File: src/rtl/core/mbba_pkg.sv
// ----------------------------------------------------------------------------
// mbba_pkg
// Shared types and constants for the multi-block bump allocator.
// ----------------------------------------------------------------------------
package mbba_pkg;

	localparam int MAX_BLOCKS_DEF = 8;
	localparam int SIZE_BITS_DEF  = 32;

	localparam int          ALIGN_W         = 4;
	localparam logic [3:0]  ALIGN_LOG2_MAX  = 4'd12;
	localparam logic [3:0]  ALIGN_LOG2_RST  = 4'd4;
	localparam int          CFG_DATA_W      = 32;
	localparam int          CFG_IDX_W       = 1;
	localparam logic [31:0] DEFAULT_BLK_RST = 32'd65536;

	localparam int REQ_BYTES_W = 32;
	localparam int SLOT_W      = 3;
	localparam int OFFSET_W    = 32;

	// register indexes of the configuration port
	localparam logic [CFG_IDX_W-1:0] REG_ALIGN_LOG2  = 1'd0;
	localparam logic [CFG_IDX_W-1:0] REG_DEFAULT_BLK = 1'd1;

	typedef enum logic [1:0] {
		ST_OK    = 2'd0,
		ST_ZERO  = 2'd1,
		ST_FULL  = 2'd2,
		ST_RESET = 2'd3
	} status_t;

	// broadcast controls from the sequencer to every cell
	typedef struct packed {
		logic alloc_go;
		logic clear_all;
		logic exact;
	} cell_ctl_t;

	// what a cell reports back for the current request
	typedef struct packed {
		logic take;
		logic fresh;
	} cell_hit_t;

endpackage

File: src/rtl/core/mbba_req_if.sv
// ----------------------------------------------------------------------------
// mbba_req_if
// Request channel: valid/ready handshake with the allocate or reset request.
// ----------------------------------------------------------------------------
interface mbba_req_if;
	logic        valid;
	logic        ready;
	logic        kind;
	logic [31:0] req_bytes;
	logic        exact_block;

	modport source (output valid, output kind, output req_bytes, output exact_block,
		input ready);
	modport sink (input valid, input kind, input req_bytes, input exact_block,
		output ready);
endinterface

File: src/rtl/core/mbba_rsp_if.sv
// ----------------------------------------------------------------------------
// mbba_rsp_if
// Response channel: valid/ready handshake with the allocation result.
// ----------------------------------------------------------------------------
interface mbba_rsp_if;
	logic        valid;
	logic        ready;
	logic [1:0]  status;
	logic [2:0]  slot;
	logic [31:0] start_offset;
	logic        opened_new;

	modport source (output valid, output status, output slot, output start_offset,
		output opened_new, input ready);
	modport sink (input valid, input status, input slot, input start_offset,
		input opened_new, output ready);
endinterface

File: src/rtl/core/mbba_cell.sv
// ----------------------------------------------------------------------------
// mbba_cell
// One block slot: capacity, bump offset and open flag, with its fit check
// and a claim bit that ripples to the next slot.
// ----------------------------------------------------------------------------
module mbba_cell #(
	parameter int SIZE_BITS = mbba_pkg::SIZE_BITS_DEF
) (
	input  logic                  clk,
	input  logic                  arst_n,
	input  mbba_pkg::cell_ctl_t   ctl,
	input  logic [3:0]            align_lg,
	input  logic [SIZE_BITS-1:0]  size,
	input  logic [SIZE_BITS-1:0]  new_cap,
	input  logic                  claim_in,
	output logic                  claim_out,
	output mbba_pkg::cell_hit_t   hit,
	output logic [SIZE_BITS:0]    offset
);

	localparam int SW = SIZE_BITS + 2;

	logic                 open_q;
	logic [SIZE_BITS:0]   used_q;
	logic [SIZE_BITS-1:0] cap_q;

	logic [SW-1:0] mask;
	logic [SW-1:0] aligned;
	logic [SW-1:0] bump;
	logic          fits;
	logic          want;

	always_comb begin
		mask    = ~({SW{1'b1}} << align_lg);
		aligned = ({1'b0, used_q} + mask) & ~mask;
		bump    = aligned + SW'(size);
		fits    = (bump <= {2'b00, cap_q}) && (!ctl.exact || cap_q == size);
		// a closed slot always wants the request: it is the first free one
		want    = open_q ? fits : 1'b1;
	end

	assign claim_out = claim_in | want;
	assign hit.take  = ctl.alloc_go & ~claim_in & want;
	assign hit.fresh = ~open_q;
	assign offset    = open_q ? aligned[SIZE_BITS:0] : '0;

	always_ff @(posedge clk or negedge arst_n) begin
		if (!arst_n) begin
			open_q <= 1'b0;
			used_q <= '0;
		end else if (ctl.clear_all) begin
			used_q <= '0;
		end else if (hit.take) begin
			open_q <= 1'b1;
			used_q <= open_q ? bump[SIZE_BITS:0] : {1'b0, size};
		end
	end

	always_ff @(posedge clk) begin
		if (hit.take && !open_q) begin
			cap_q <= new_cap;
		end
	end

endmodule

File: src/rtl/core/multi_block_bump_allocator.sv
// An accepted request is captured into registers, then evaluated by the cell
// row; its result is registered once the result register is free or being read,
// and no new request is accepted before that. Fit check and first-fit claim
// ripple combinationally through all slots in the evaluation; a stalled result
// holds it. Reset closes every slot, zeroes offsets and loads register defaults;
// no clearing pass, requests are taken right after reset.
// ----------------------------------------------------------------------------
// multi_block_bump_allocator
// First-fit bump allocator over a row of block slots.
// ----------------------------------------------------------------------------
module multi_block_bump_allocator #(
	parameter int MAX_BLOCKS = mbba_pkg::MAX_BLOCKS_DEF,
	parameter int SIZE_BITS  = mbba_pkg::SIZE_BITS_DEF
) (
	input  logic                             clk,
	input  logic                             arst_n,
	input  logic                             cfg_we,
	input  logic [mbba_pkg::CFG_IDX_W-1:0]   cfg_index,
	input  logic [mbba_pkg::CFG_DATA_W-1:0]  cfg_data,
	mbba_req_if.sink                         req,
	mbba_rsp_if.source                       rsp
);

	localparam int IDX_W  = (MAX_BLOCKS > 1) ? $clog2(MAX_BLOCKS) : 1;
	localparam int SLOT_X = (IDX_W > mbba_pkg::SLOT_W) ? IDX_W : mbba_pkg::SLOT_W;
	localparam int WIDE   = (SIZE_BITS > 32) ? SIZE_BITS : 32;
	localparam int OFF_X  = (SIZE_BITS + 1 > mbba_pkg::OFFSET_W) ?
		SIZE_BITS + 1 : mbba_pkg::OFFSET_W;

	// configuration
	logic [3:0]  align_q;
	logic [31:0] def_blk_q;
	logic [3:0]  align_lg;

	always_ff @(posedge clk or negedge arst_n) begin
		if (!arst_n) begin
			align_q   <= mbba_pkg::ALIGN_LOG2_RST;
			def_blk_q <= mbba_pkg::DEFAULT_BLK_RST;
		end else if (cfg_we) begin
			if (cfg_index == mbba_pkg::REG_ALIGN_LOG2) begin
				align_q <= cfg_data[3:0];
			end else if (cfg_index == mbba_pkg::REG_DEFAULT_BLK) begin
				def_blk_q <= cfg_data[31:0];
			end
		end
	end

	assign align_lg = (align_q > mbba_pkg::ALIGN_LOG2_MAX) ? mbba_pkg::ALIGN_LOG2_MAX : align_q;

	// request capture
	logic                 busy_q;
	logic                 kind_s1;
	logic                 exact_s1;
	logic [SIZE_BITS-1:0] size_s1;
	logic [SIZE_BITS-1:0] new_cap_s1;
	logic                 commit;
	logic                 req_fire;

	logic [WIDE-1:0]      req_wide;
	logic [WIDE-1:0]      def_wide;
	logic [SIZE_BITS-1:0] req_size;
	logic [SIZE_BITS-1:0] req_cap;

	assign req_wide = WIDE'(req.req_bytes);
	assign def_wide = WIDE'(def_blk_q);
	assign req_size = req_wide[SIZE_BITS-1:0];
	assign req_cap  = (!req.exact_block && def_wide > WIDE'(req_size)) ?
		def_wide[SIZE_BITS-1:0] : req_size;

	logic out_valid_q;

	assign req.ready = ~busy_q;
	assign req_fire  = req.valid & ~busy_q;
	assign commit    = busy_q & (~out_valid_q | rsp.ready);

	always_ff @(posedge clk or negedge arst_n) begin
		if (!arst_n) begin
			busy_q <= 1'b0;
		end else if (req_fire) begin
			busy_q <= 1'b1;
		end else if (commit) begin
			busy_q <= 1'b0;
		end
	end

	always_ff @(posedge clk) begin
		if (req_fire) begin
			kind_s1    <= req.kind;
			exact_s1   <= req.exact_block;
			size_s1    <= req_size;
			new_cap_s1 <= req_cap;
		end
	end

	// cell row
	mbba_pkg::cell_ctl_t ctl;
	logic                size_zero;
	logic [MAX_BLOCKS:0] claim;
	mbba_pkg::cell_hit_t hits [MAX_BLOCKS];
	logic [SIZE_BITS:0]  offs [MAX_BLOCKS];

	assign size_zero     = (size_s1 == '0);
	assign ctl.alloc_go  = commit & ~kind_s1 & ~size_zero;
	assign ctl.clear_all = commit & kind_s1;
	assign ctl.exact     = exact_s1;
	assign claim[0]      = 1'b0;

	for (genvar g = 0; g < MAX_BLOCKS; g++) begin : g_cell
		mbba_cell #(
			.SIZE_BITS (SIZE_BITS)
		) u_cell (
			.clk       (clk),
			.arst_n    (arst_n),
			.ctl       (ctl),
			.align_lg  (align_lg),
			.size      (size_s1),
			.new_cap   (new_cap_s1),
			.claim_in  (claim[g]),
			.claim_out (claim[g+1]),
			.hit       (hits[g]),
			.offset    (offs[g])
		);
	end

	// gather the single winning cell
	logic [IDX_W-1:0]     win_idx;
	logic [SIZE_BITS:0]   win_off;
	logic                 win_fresh;
	logic [SLOT_X-1:0]    slot_x;
	logic [OFF_X-1:0]     off_x;

	always_comb begin
		win_idx   = '0;
		win_off   = '0;
		win_fresh = 1'b0;
		for (int i = 0; i < MAX_BLOCKS; i++) begin
			if (hits[i].take) begin
				win_idx   = win_idx | IDX_W'(i);
				win_off   = win_off | offs[i];
				win_fresh = win_fresh | hits[i].fresh;
			end
		end
	end

	assign slot_x = SLOT_X'(win_idx);
	assign off_x  = OFF_X'(win_off);

	// result register
	mbba_pkg::status_t    status_q;
	logic [2:0]           slot_q;
	logic [31:0]          offset_q;
	logic                 fresh_q;

	always_ff @(posedge clk or negedge arst_n) begin
		if (!arst_n) begin
			out_valid_q <= 1'b0;
		end else if (commit) begin
			out_valid_q <= 1'b1;
		end else if (rsp.ready) begin
			out_valid_q <= 1'b0;
		end
	end

	always_ff @(posedge clk) begin
		if (commit) begin
			slot_q   <= '0;
			offset_q <= '0;
			fresh_q  <= 1'b0;
			if (kind_s1) begin
				status_q <= mbba_pkg::ST_RESET;
			end else if (size_zero) begin
				status_q <= mbba_pkg::ST_ZERO;
			end else if (!claim[MAX_BLOCKS]) begin
				status_q <= mbba_pkg::ST_FULL;
			end else begin
				status_q <= mbba_pkg::ST_OK;
				slot_q   <= slot_x[mbba_pkg::SLOT_W-1:0];
				offset_q <= off_x[mbba_pkg::OFFSET_W-1:0];
				fresh_q  <= win_fresh;
			end
		end
	end

	assign rsp.valid        = out_valid_q;
	assign rsp.status       = status_q;
	assign rsp.slot         = slot_q;
	assign rsp.start_offset = offset_q;
	assign rsp.opened_new   = fresh_q;

endmodule

File: src/flat_wrapper.sv
// flat-port wrapper written by rule: the top's interface ports become plain ports
module multi_block_bump_allocator_flat 
#(
	parameter int MAX_BLOCKS = mbba_pkg::MAX_BLOCKS_DEF,
	parameter int SIZE_BITS  = mbba_pkg::SIZE_BITS_DEF
)
  (clk, arst_n, cfg_we, cfg_index, cfg_data, req_valid, req_kind, req_req_bytes, req_exact_block, req_ready, rsp_valid, rsp_status, rsp_slot, rsp_start_offset, rsp_opened_new, rsp_ready);
  mbba_req_if req_i ();
  mbba_rsp_if rsp_i ();
  input  logic clk;
  input  logic arst_n;
  input  logic cfg_we;
  input  logic [mbba_pkg::CFG_IDX_W-1:0] cfg_index;
  input  logic [mbba_pkg::CFG_DATA_W-1:0] cfg_data;
  input wire logic [$bits(req_i.valid)-1:0] req_valid;
  input wire logic [$bits(req_i.kind)-1:0] req_kind;
  input wire logic [$bits(req_i.req_bytes)-1:0] req_req_bytes;
  input wire logic [$bits(req_i.exact_block)-1:0] req_exact_block;
  output wire logic [$bits(req_i.ready)-1:0] req_ready;
  output wire logic [$bits(rsp_i.valid)-1:0] rsp_valid;
  output wire logic [$bits(rsp_i.status)-1:0] rsp_status;
  output wire logic [$bits(rsp_i.slot)-1:0] rsp_slot;
  output wire logic [$bits(rsp_i.start_offset)-1:0] rsp_start_offset;
  output wire logic [$bits(rsp_i.opened_new)-1:0] rsp_opened_new;
  input wire logic [$bits(rsp_i.ready)-1:0] rsp_ready;
  assign req_i.valid = req_valid;
  assign req_i.kind = req_kind;
  assign req_i.req_bytes = req_req_bytes;
  assign req_i.exact_block = req_exact_block;
  assign req_ready = req_i.ready;
  assign rsp_valid = rsp_i.valid;
  assign rsp_status = rsp_i.status;
  assign rsp_slot = rsp_i.slot;
  assign rsp_start_offset = rsp_i.start_offset;
  assign rsp_opened_new = rsp_i.opened_new;
  assign rsp_i.ready = rsp_ready;
  multi_block_bump_allocator #(.MAX_BLOCKS(MAX_BLOCKS), .SIZE_BITS(SIZE_BITS)) u_core (.clk(clk), .arst_n(arst_n), .cfg_we(cfg_we), .cfg_index(cfg_index), .cfg_data(cfg_data), .req(req_i), .rsp(rsp_i));
endmodule
File: config.mk
export PLATFORM = sky130hd
export DESIGN_NAME = multi_block_bump_allocator_flat
export DESIGN_NICKNAME = d
export VERILOG_FILES = /design/src/rtl/core/mbba_pkg.sv /design/src/rtl/core/mbba_req_if.sv /design/src/rtl/core/mbba_rsp_if.sv /design/src/rtl/core/mbba_cell.sv /design/src/rtl/core/multi_block_bump_allocator.sv /design/src/flat_wrapper.sv
export SDC_FILE = /design/constraint.sdc
export NUM_CORES = 2
export LEC_CHECK = 0
export BUFFER_PORTS_ARGS = -buffer_cell sky130_fd_sc_hd__buf_2
export CAP_MARGIN = 0
export CORE_AREA = 8 8 457 459
export CTS_CLUSTER_DIAMETER = 150
export DETAILED_ROUTE_END_ITERATION = 7
export DIE_AREA = 0 0 465 467
export GPL_TIMING_DRIVEN = 1
export PLACE_DENSITY_LB_ADDON = 0.08
export SYNTH_ARGS = -nofsm -noshare
export SYNTH_HDL_FRONTEND = slang
export SYNTH_SLANG_ARGS = --single-unit
File: constraint.sdc
create_clock -name clk -period 14.25 [get_ports clk]
set_input_delay 2.1375 -clock clk [delete_from_list [all_inputs] [get_ports clk]]
set_output_delay 2.1375 -clock clk [all_outputs]
set_load 0.02 [all_outputs]
**Word-level counts from Yosys, hierarchy flattened**

Index checks and enable logic that the tools add are counted.
W data, S select, Z words.

- Output and inout port bits: 40
- ROM bits: 0
- Input port bits: 72
- Bits in latches: 0
- Register bits after elaboration: 670
- Memories kept: 0
- Word-level logic and storage cells: 275
- Bits in writable memories: 0

- Shifts and indexed selects: 1
- Reductions and logical operators: 58
- Bitwise logic cells: 74
- Add/subtract/negate cells: 16
- $lt $le $gt $ge: 10
- Eq/ne operators: 8
- Multiply operators: 0
- Multiplexer cells: 71
- Div/mod/pow operators: 0

Operators with widths:

| cell | number |
|---|---|
| $mux W33 | 24 |
| $mux W32 | 17 |
| $add A33 B34 Y34 | 8 |
| $add A34 B32 Y34 | 8 |
| $and A34 B34 Y34 | 8 |
| $le A34 B32 Y1 | 8 |
| $eq A32 B32 Y1 | 8 |
| $or A32 B32 Y32 | 7 |
| $not A34 Y34 | 2 |
| $shl A34 B4 Y34 const A | 1 |
| $gt A32 B32 Y1 | 1 |
| $logic_not A32 Y1 | 1 |
| $not A1 Y1 | 22 |
| $mux W1 | 21 |
| $and A1 B1 Y1 | 20 |
| $reduce_and A2 Y1 | 10 |
| $reduce_bool A2 Y1 | 10 |
| $logic_and A1 B1 Y1 | 17 |
| $or A1 B1 Y1 | 15 |
| $mux W3 | 4 |
| $logic_not A1 Y1 | 10 |
| $logic_or A1 B1 Y1 | 8 |
| $mux W2 | 4 |
| $gt A4 B4 Y1 const B | 1 |
| other kinds (3) | 3 |

**Longest topological paths before layout**

- Depth after elaboration: 26
- Depth in mapped cells: 42

**Modules after synthesis**

From an unflattened synthesis, not the netlist that was laid out.

- Cells, all modules: 7889
- Area, all modules: 68438.1 um^2

By module, submodules not included:

| module | instances | cells an instance | area each (um^2) |
|---|---|---|---|
| mbba_cell at u_core.g_cell[0].u_cell ... | 4 | 952 | 7840.0 |
| mbba_cell at u_core.g_cell[6].u_cell | 1 | 910 | 7583.5 |
| mbba_cell at u_core.g_cell[1].u_cell | 1 | 889 | 7514.7 |
| multi_block_bump_allocator | 1 | 567 | 7445.9 |
| mbba_cell at u_core.g_cell[7].u_cell | 1 | 870 | 7374.6 |
| mbba_cell at u_core.g_cell[5].u_cell | 1 | 845 | 7159.4 |

**Least setup slack after synthesis**

No wires, ideal clock.

- Path kind: register -> register
- Start point: register u_core.align_q[2]
- End point: register u_core.g_cell[7].u_cell.cap_q[0], enable pin
- Data required time: 13.788 ns
- Path buffers: 2
- Arrival time: 10.604 ns
- Stages on the path, launching flop included: 37
- Slack: 3.183 ns
- Period minus slack after synthesis: 11.067 ns
- Cell sequence: dfstp_2 > clkbuf_1 > or3_1 > clkbuf_1 > inv_1 > fa_1 > nor2b_1 > o21ai_0 > a211o_1 > a21oi_1 > o31ai_1 > a211oi_1 > nand4_1 > or2_2 > xnor2_1 > ha_1 > a21o_1 > a21oi_1 > o21ai_0 > a31oi_1 > o21a_1 > o21ai_0 > a21o_1 > a21oi_1 > xnor2_1 > ha_1 > nand3_1 > nor4bb_1 > a221oi_1 > o31ai_1 > a31oi_1 > o31a_1 > a21boi_0 > a221oi_2 > nand4_1 > or3_1 > nor3_1

- Cells in the longest elaborated chain, start to end: 20
- Elaborated cells between the ends (all ways): 63
- Classes of those cells: add/sub: 16; order compare: 9; shift: 1; mux: 9; bitwise: 19; reduce/logical: 9

RTL lines:

| what | line | source |
|---|---|---|
| start, declared | multi_block_bump_allocator.sv:31 | `logic [3:0] align_q;` |
| start signal, assigned | multi_block_bump_allocator.sv:37 | `align_q <= mbba_pkg::ALIGN_LOG2_RST;` |
| start signal, assigned | multi_block_bump_allocator.sv:41 | `align_q <= cfg_data[3:0];` |
| $gt A4 B4 Y1 | multi_block_bump_allocator.sv:48 | `assign align_lg = (align_q > mbba_pkg::ALIGN_LOG2_MAX) ? mbba_pkg::ALIGN_LOG2_MAX : align_q;` |
| $mux W4 * | multi_block_bump_allocator.sv:48 |  |
| $shl A34 B4 Y34 * | mbba_cell.sv:34 | `mask = ~({SW{1'b1}} << align_lg);` |
| $not A34 Y34 * | mbba_cell.sv:34 |  |
| $add A33 B34 Y34 or $not A34 Y34 (tied branches) | mbba_cell.sv:35 | `aligned = ({1'b0, used_q} + mask) & ~mask;` |
| $and A34 B34 Y34 | mbba_cell.sv:35 |  |
| $add A34 B32 Y34 | mbba_cell.sv:36 | `bump = aligned + SW'(size);` |
| $le A34 B32 Y1 | mbba_cell.sv:37 | `fits = (bump <= {2'b00, cap_q}) && (!ctl.exact \|\| cap_q == size);` |
| $logic_and A1 B1 Y1 | mbba_cell.sv:37 |  |
| $mux W1 | mbba_cell.sv:39 | `want = open_q ? fits : 1'b1;` |
| $or A1 B1 Y1 (6 in series) | mbba_cell.sv:42 | `assign claim_out = claim_in \| want;` |
| $not A1 Y1 | mbba_cell.sv:43 | `assign hit.take = ctl.alloc_go & ~claim_in & want;` |
| $and A1 B1 Y1 | mbba_cell.sv:43 |  |
| $and A1 B1 Y1 * | mbba_cell.sv:43 |  |
| $logic_and A1 B1 Y1 * | mbba_cell.sv:60 | `if (hit.take && !open_q) begin` |
| end signal, assigned | mbba_cell.sv:61 | `cap_q <= new_cap;` |
| end, declared | mbba_cell.sv:25 | `logic [SIZE_BITS-1:0] cap_q;` |

Mark *: on every way between the ends. The rest lies on a longest branch, timed or not.
A chain may end at the register's enable or synchronous reset.

**Final worst setup path**

- Start point: register u_core.align_q[2]
- End point: register u_core.offset_q[16] (netlist: u_core.rsp.start_offset[16]), data pin

- Cells in the longest elaborated chain, start to end: 26
- Elaborated cells between the ends (all ways): 107
- Classes of those cells: add/sub: 16; order compare: 9; shift: 1; mux: 25; bitwise: 47; reduce/logical: 9

RTL lines:

| what | line | source |
|---|---|---|
| $gt A4 B4 Y1 | multi_block_bump_allocator.sv:48 |  |
| $mux W4 * | multi_block_bump_allocator.sv:48 |  |
| $shl A34 B4 Y34 * | mbba_cell.sv:34 |  |
| $not A34 Y34 * | mbba_cell.sv:34 |  |
| $add A33 B34 Y34 or $not A34 Y34 (tied branches) | mbba_cell.sv:35 |  |
| $and A34 B34 Y34 | mbba_cell.sv:35 |  |
| $add A34 B32 Y34 | mbba_cell.sv:36 |  |
| $le A34 B32 Y1 | mbba_cell.sv:37 |  |
| [... 10 more ...] | -- |  |
| $or A32 B32 Y32 | multi_block_bump_allocator.sv:139 | `win_off = win_off \| offs[i];` |
| $mux W32 | multi_block_bump_allocator.sv:137 | `if (hits[i].take) begin` |
| $or A32 B32 Y32 | multi_block_bump_allocator.sv:139 |  |
| $mux W32 | multi_block_bump_allocator.sv:137 |  |
| $or A32 B32 Y32 | multi_block_bump_allocator.sv:139 |  |
| $mux W32 | multi_block_bump_allocator.sv:137 |  |
| $or A32 B32 Y32 | multi_block_bump_allocator.sv:139 |  |
| $mux W32 | multi_block_bump_allocator.sv:137 |  |
| end signal, assigned | multi_block_bump_allocator.sv:178 | `offset_q <= off_x[mbba_pkg::OFFSET_W-1:0];` |
| end, declared | multi_block_bump_allocator.sv:151 | `logic [31:0] offset_q;` |

Marks and branches as above.

==> flow_metrics.env <==
export IMPL_status="finished clean"
export IMPL_intPower_mw=7.228
export IMPL_ys_ff_latch=670
export IMPL_critPathLaunchType="register"
export IMPL_fmax_ghz=0.07945
export IMPL_grt_pass1_wl_um=429900
export IMPL_cts_tree="built"
export IMPL_maxSlewHeadroom_pct=13.84
export IMPL_hold_path_class="reg -> reg"
export IMPL_nFillCells=20890
export IMPL_critPathArrivalTime_ns=13.03
export IMPL_power_density_nw_per_um2=218.6
export IMPL_max_cap_viol_count=0
export IMPL_post_cts_setup_buffer_count=0
export IMPL_cts_buffer_depth=3
export IMPL_cp_required_ns=14.69
export IMPL_worst_clock_skew_ns=0.04946
export IMPL_die_y_um=467
export IMPL_synth_cell_types=102
export IMPL_multi_input_area_um2=39110
export IMPL_start_util_pct=29.91
export IMPL_yosysSeqAreaShare_pct=30.85
export IMPL_clk_latency_ns=0.76
export IMPL_yosysWarnings=0
export IMPL_tns_ns=0
export IMPL_cts_htree_levels=3
export IMPL_routedWlPerCell_um=32.71
export IMPL_min_period_ns=12.59
export IMPL_async_flop_share_pct=46.27
export IMPL_clock_sinks=670
export IMPL_worst_slew_pin_slew_ns=1.282
export IMPL_vias=55850
export IMPL_wl_um=314700
export IMPL_min_from="u_core.g_cell[0].u_cell.used_q[12]$_DFFE_PN0P_"
export IMPL_io_pins=112
export IMPL_p_sw_mw=7.625
export IMPL_leakage_nw=30.95
export IMPL_grt_pass1_vias=53250
export IMPL_overflow=0
export IMPL_yosys_area_top_type="edfxtp_1"
export IMPL_post_route_period_util_pct=88.32
export IMPL_die_area_um2=217200
export IMPL_core_um2=201300
export IMPL_cp_max_fo=26
export IMPL_grtUsageTotal_pct=27.87
export IMPL_gp_congestion=0.9926
export IMPL_place_area_um2=64760
export IMPL_synthDominantCellAreaShare_pct=17.96
export IMPL_drtPass1Iterations=6
export IMPL_critical_path_most_common_cell="o21ai_0"
export IMPL_dpl_cell_count=9423
export IMPL_rsz0062_at_grt="no"
export IMPL_cts_buffers=94
export IMPL_synthToLayoutAreaGrowth_pct=12.88
export IMPL_r2r_slack_ns=1.66
export IMPL_cts_resized=0
export IMPL_dp_hpwl_um=239200
export IMPL_cpLargestDelayFamily="compound AO/OA/AOI/OAI gates"
export IMPL_critPathMaxStageDelay_ns=0.99
export IMPL_area_sequential_um2=18580
export IMPL_avgSynthCellArea_um2=8.995
export IMPL_drtIter0Drc=6587
export IMPL_layout_common_cells="650 x ha_1, 484 x nor2_1, 459 x inv_1, 423 x a21oi_1, 416 x nand2_1"
export IMPL_synthFlopType="edfxtp_1"
export IMPL_drc=0
export IMPL_finalNonFillerCells=9621
export IMPL_nets=7585
export IMPL_final_common_cell="ha_1"
export IMPL_synthCells=6692
export IMPL_final_layout_size_suffix_gt1_share_pct=10.87
export IMPL_hold_viol_final=0
export IMPL_path_buf_inv=3
export IMPL_port_buffers=111
export IMPL_final_cell_area_um2=67950
export IMPL_slowest_stage="o41ai_1"
export IMPL_root_buffer="clkbuf_16"
export IMPL_crit_type="reg -> reg"
export IMPL_synth_edff_count=360
export IMPL_reg2reg_depth=36
export IMPL_ant_nets=0
export IMPL_synth_area_top_cells="edfxtp_1 18%, ha_1 14%, dfrtp_1 13%"
export IMPL_clock_power_share_pct=16.8
export IMPL_netlist_area_um2=60200
export IMPL_p_seq_share_pct=19.3
export IMPL_switching_share_pct=51.33
export IMPL_r2r_end="u_core.rsp.start_offset[16]$_SDFFCE_PP0P_"
export IMPL_clkTransAtPathRegs_ns=0.06
export IMPL_rr_startpoint="u_core.align_q[2]$_DFFE_PN1P_"
export IMPL_final_max_slew_viol_count=0
export IMPL_num_rows=165
export IMPL_finalPower_mw=14.85
export IMPL_holdBufCountCts=0
export IMPL_combPwrFrac_pct=63.9
export IMPL_routed_via_density=5.805
export IMPL_endpoint_kind="register"
export IMPL_ir_drop_mv=0.09384
export IMPL_holdPathStages=2
export IMPL_die_w_um=465
export IMPL_whs_endpoint="u_core.g_cell[0].u_cell.used_q[12]$_DFFE_PN0P_"
export IMPL_setup_viol=0
export IMPL_antenna_found_initial=54
export IMPL_grt_max_degree=134
[through the flow]
step | util, % | hold slack (ns) | worst slack, ns
final | 33.76 | 0.5161 | 1.664
after global routing | 33.73 | 0.5379 | 1.329
after detailed placement | 32.17 | 0.4961 | 2.111
after global placement | 32.17 | 0.4896 | 1.732
after CTS | 33.73 | 0.5155 | 2.099
after floorplan | - | 0.4688 | 3.183
[per-layer routing]
metal  GRT usage, %  wire (um)  up-vias
li1               -          -    24970
met1          38.44     138700    27820
met2          42.07     133000     2542
met3          5.429      26790      509
met4          12.62      16050       18
met5              0        159        -
[worst reg2reg max path, delay by kind of cell, from the launching register on]
kind	cells	cell delay, ns
DFF	1	0.45
AOI/OAI and AO/OA	18	6.49
adders and majority gates	3	1.01
and+or+nand+nor	10	3.10
buffers and inverters	3	0.63
xor gates and xnor gates	2	0.61
[synthesized netlist by cell type (61+ instances only)]
| cell type | instances |
|---|---|
| a211oi_1 | 103 |
| a21o_1 | 174 |
| a21oi_1 | 423 |
| a31o_2 | 122 |
| and3_1 | 85 |
| clkbuf_1 | 208 |
| dfrtp_1 | 308 |
| edfxtp_1 | 360 |
| ha_1 | 650 |
| inv_1 | 460 |
| mux2_2 | 98 |
| mux2i_1 | 242 |
| nand2_1 | 421 |
| nand2b_1 | 61 |
| nand3_1 | 223 |
| nand4_1 | 163 |
| nor2_1 | 490 |
| nor2b_1 | 85 |
| nor3_1 | 116 |
| nor4_1 | 83 |
| o21a_1 | 100 |
| o21ai_0 | 345 |
| xnor2_1 | 400 |
| xor2_1 | 286 |
[area by class of cell]
cell class	count	share of cell area (%)
Tap cell	2672	4.920
Multi-Input combinational cell	5328	57.56
Clock inverter	52	0.7863
Timing Repair Buffer	292	2.943
Inverter	461	2.547
Antenna cell	23	0.08470
Sequential cell	670	27.35
Clock buffer	123	3.817
[registers in the layout, indices dropped and copies added, names as in the netlist]
register	cells
u_core.busy_q	1
u_core.rsp.opened_new	1
u_core.rsp.slot	3
u_core.align_q	4
u_core.def_blk_q	32
u_core.rsp.start_offset	32
u_core.rsp.valid	1
u_core.exact_s1	1
u_core.kind_s1	1
u_core.g_cell.u_cell.open_q	8
u_core.g_cell.u_cell.used_q	264
u_core.rsp.status	2
u_core.size_s1	32
u_core.g_cell.u_cell.cap_q	256
u_core.new_cap_s1	32
[worst max path at each step]
stage	to	cells past startpoint	slack, ns	start
finish	u_core.rsp.start_offset[16]$_SDFFCE_PP0P_	36	1.66	u_core.align_q[2]$_DFFE_PN1P_
detailed placement	u_core.rsp.start_offset[16]$_SDFFCE_PP0P_	36	2.11	u_core.align_q[2]$_DFFE_PN1P_
floorplan	u_core.g_cell[7].u_cell.cap_q[0]$_DFFE_PP_	36	3.18	u_core.align_q[2]$_DFFE_PN1P_
CTS	u_core.rsp.start_offset[16]$_SDFFCE_PP0P_	36	2.10	u_core.align_q[2]$_DFFE_PN1P_
global route	u_core.rsp.start_offset[16]$_SDFFCE_PP0P_	35	1.33	u_core.align_q[2]$_DFFE_PN1P_
global placement	u_core.rsp.start_offset[23]$_SDFFCE_PP0P_	36	1.73	u_core.align_q[2]$_DFFE_PN1P_
[cells by family after synthesis]
family / synth area share, %
and+or+nand+nor: 15.72
AOI/OAI and AO/OA: 18.93
buffers and inverters: 4.560
xor gates and xnor gates: 9.981
DFF: 30.85
adders and majority gates: 14.09
muxes: 5.857
other: 0.006229
[power groups by stage]
| stage | registers (mW) | logic [mW] | clock network [mW] |
|---|---|---|---|
| floorplan | 2.77 | 5.99 | 0 |
| global placement | 2.90 | 9.25 | 0 |
| detailed placement | 2.89 | 9.25 | 0 |
| CTS | 2.86 | 9.30 | 2.55 |
| global route | 2.90 | 10.2 | 2.60 |
| finish | 2.87 | 9.49 | 2.49 |
Note: power is estimated with default switching activity, not from simulation.
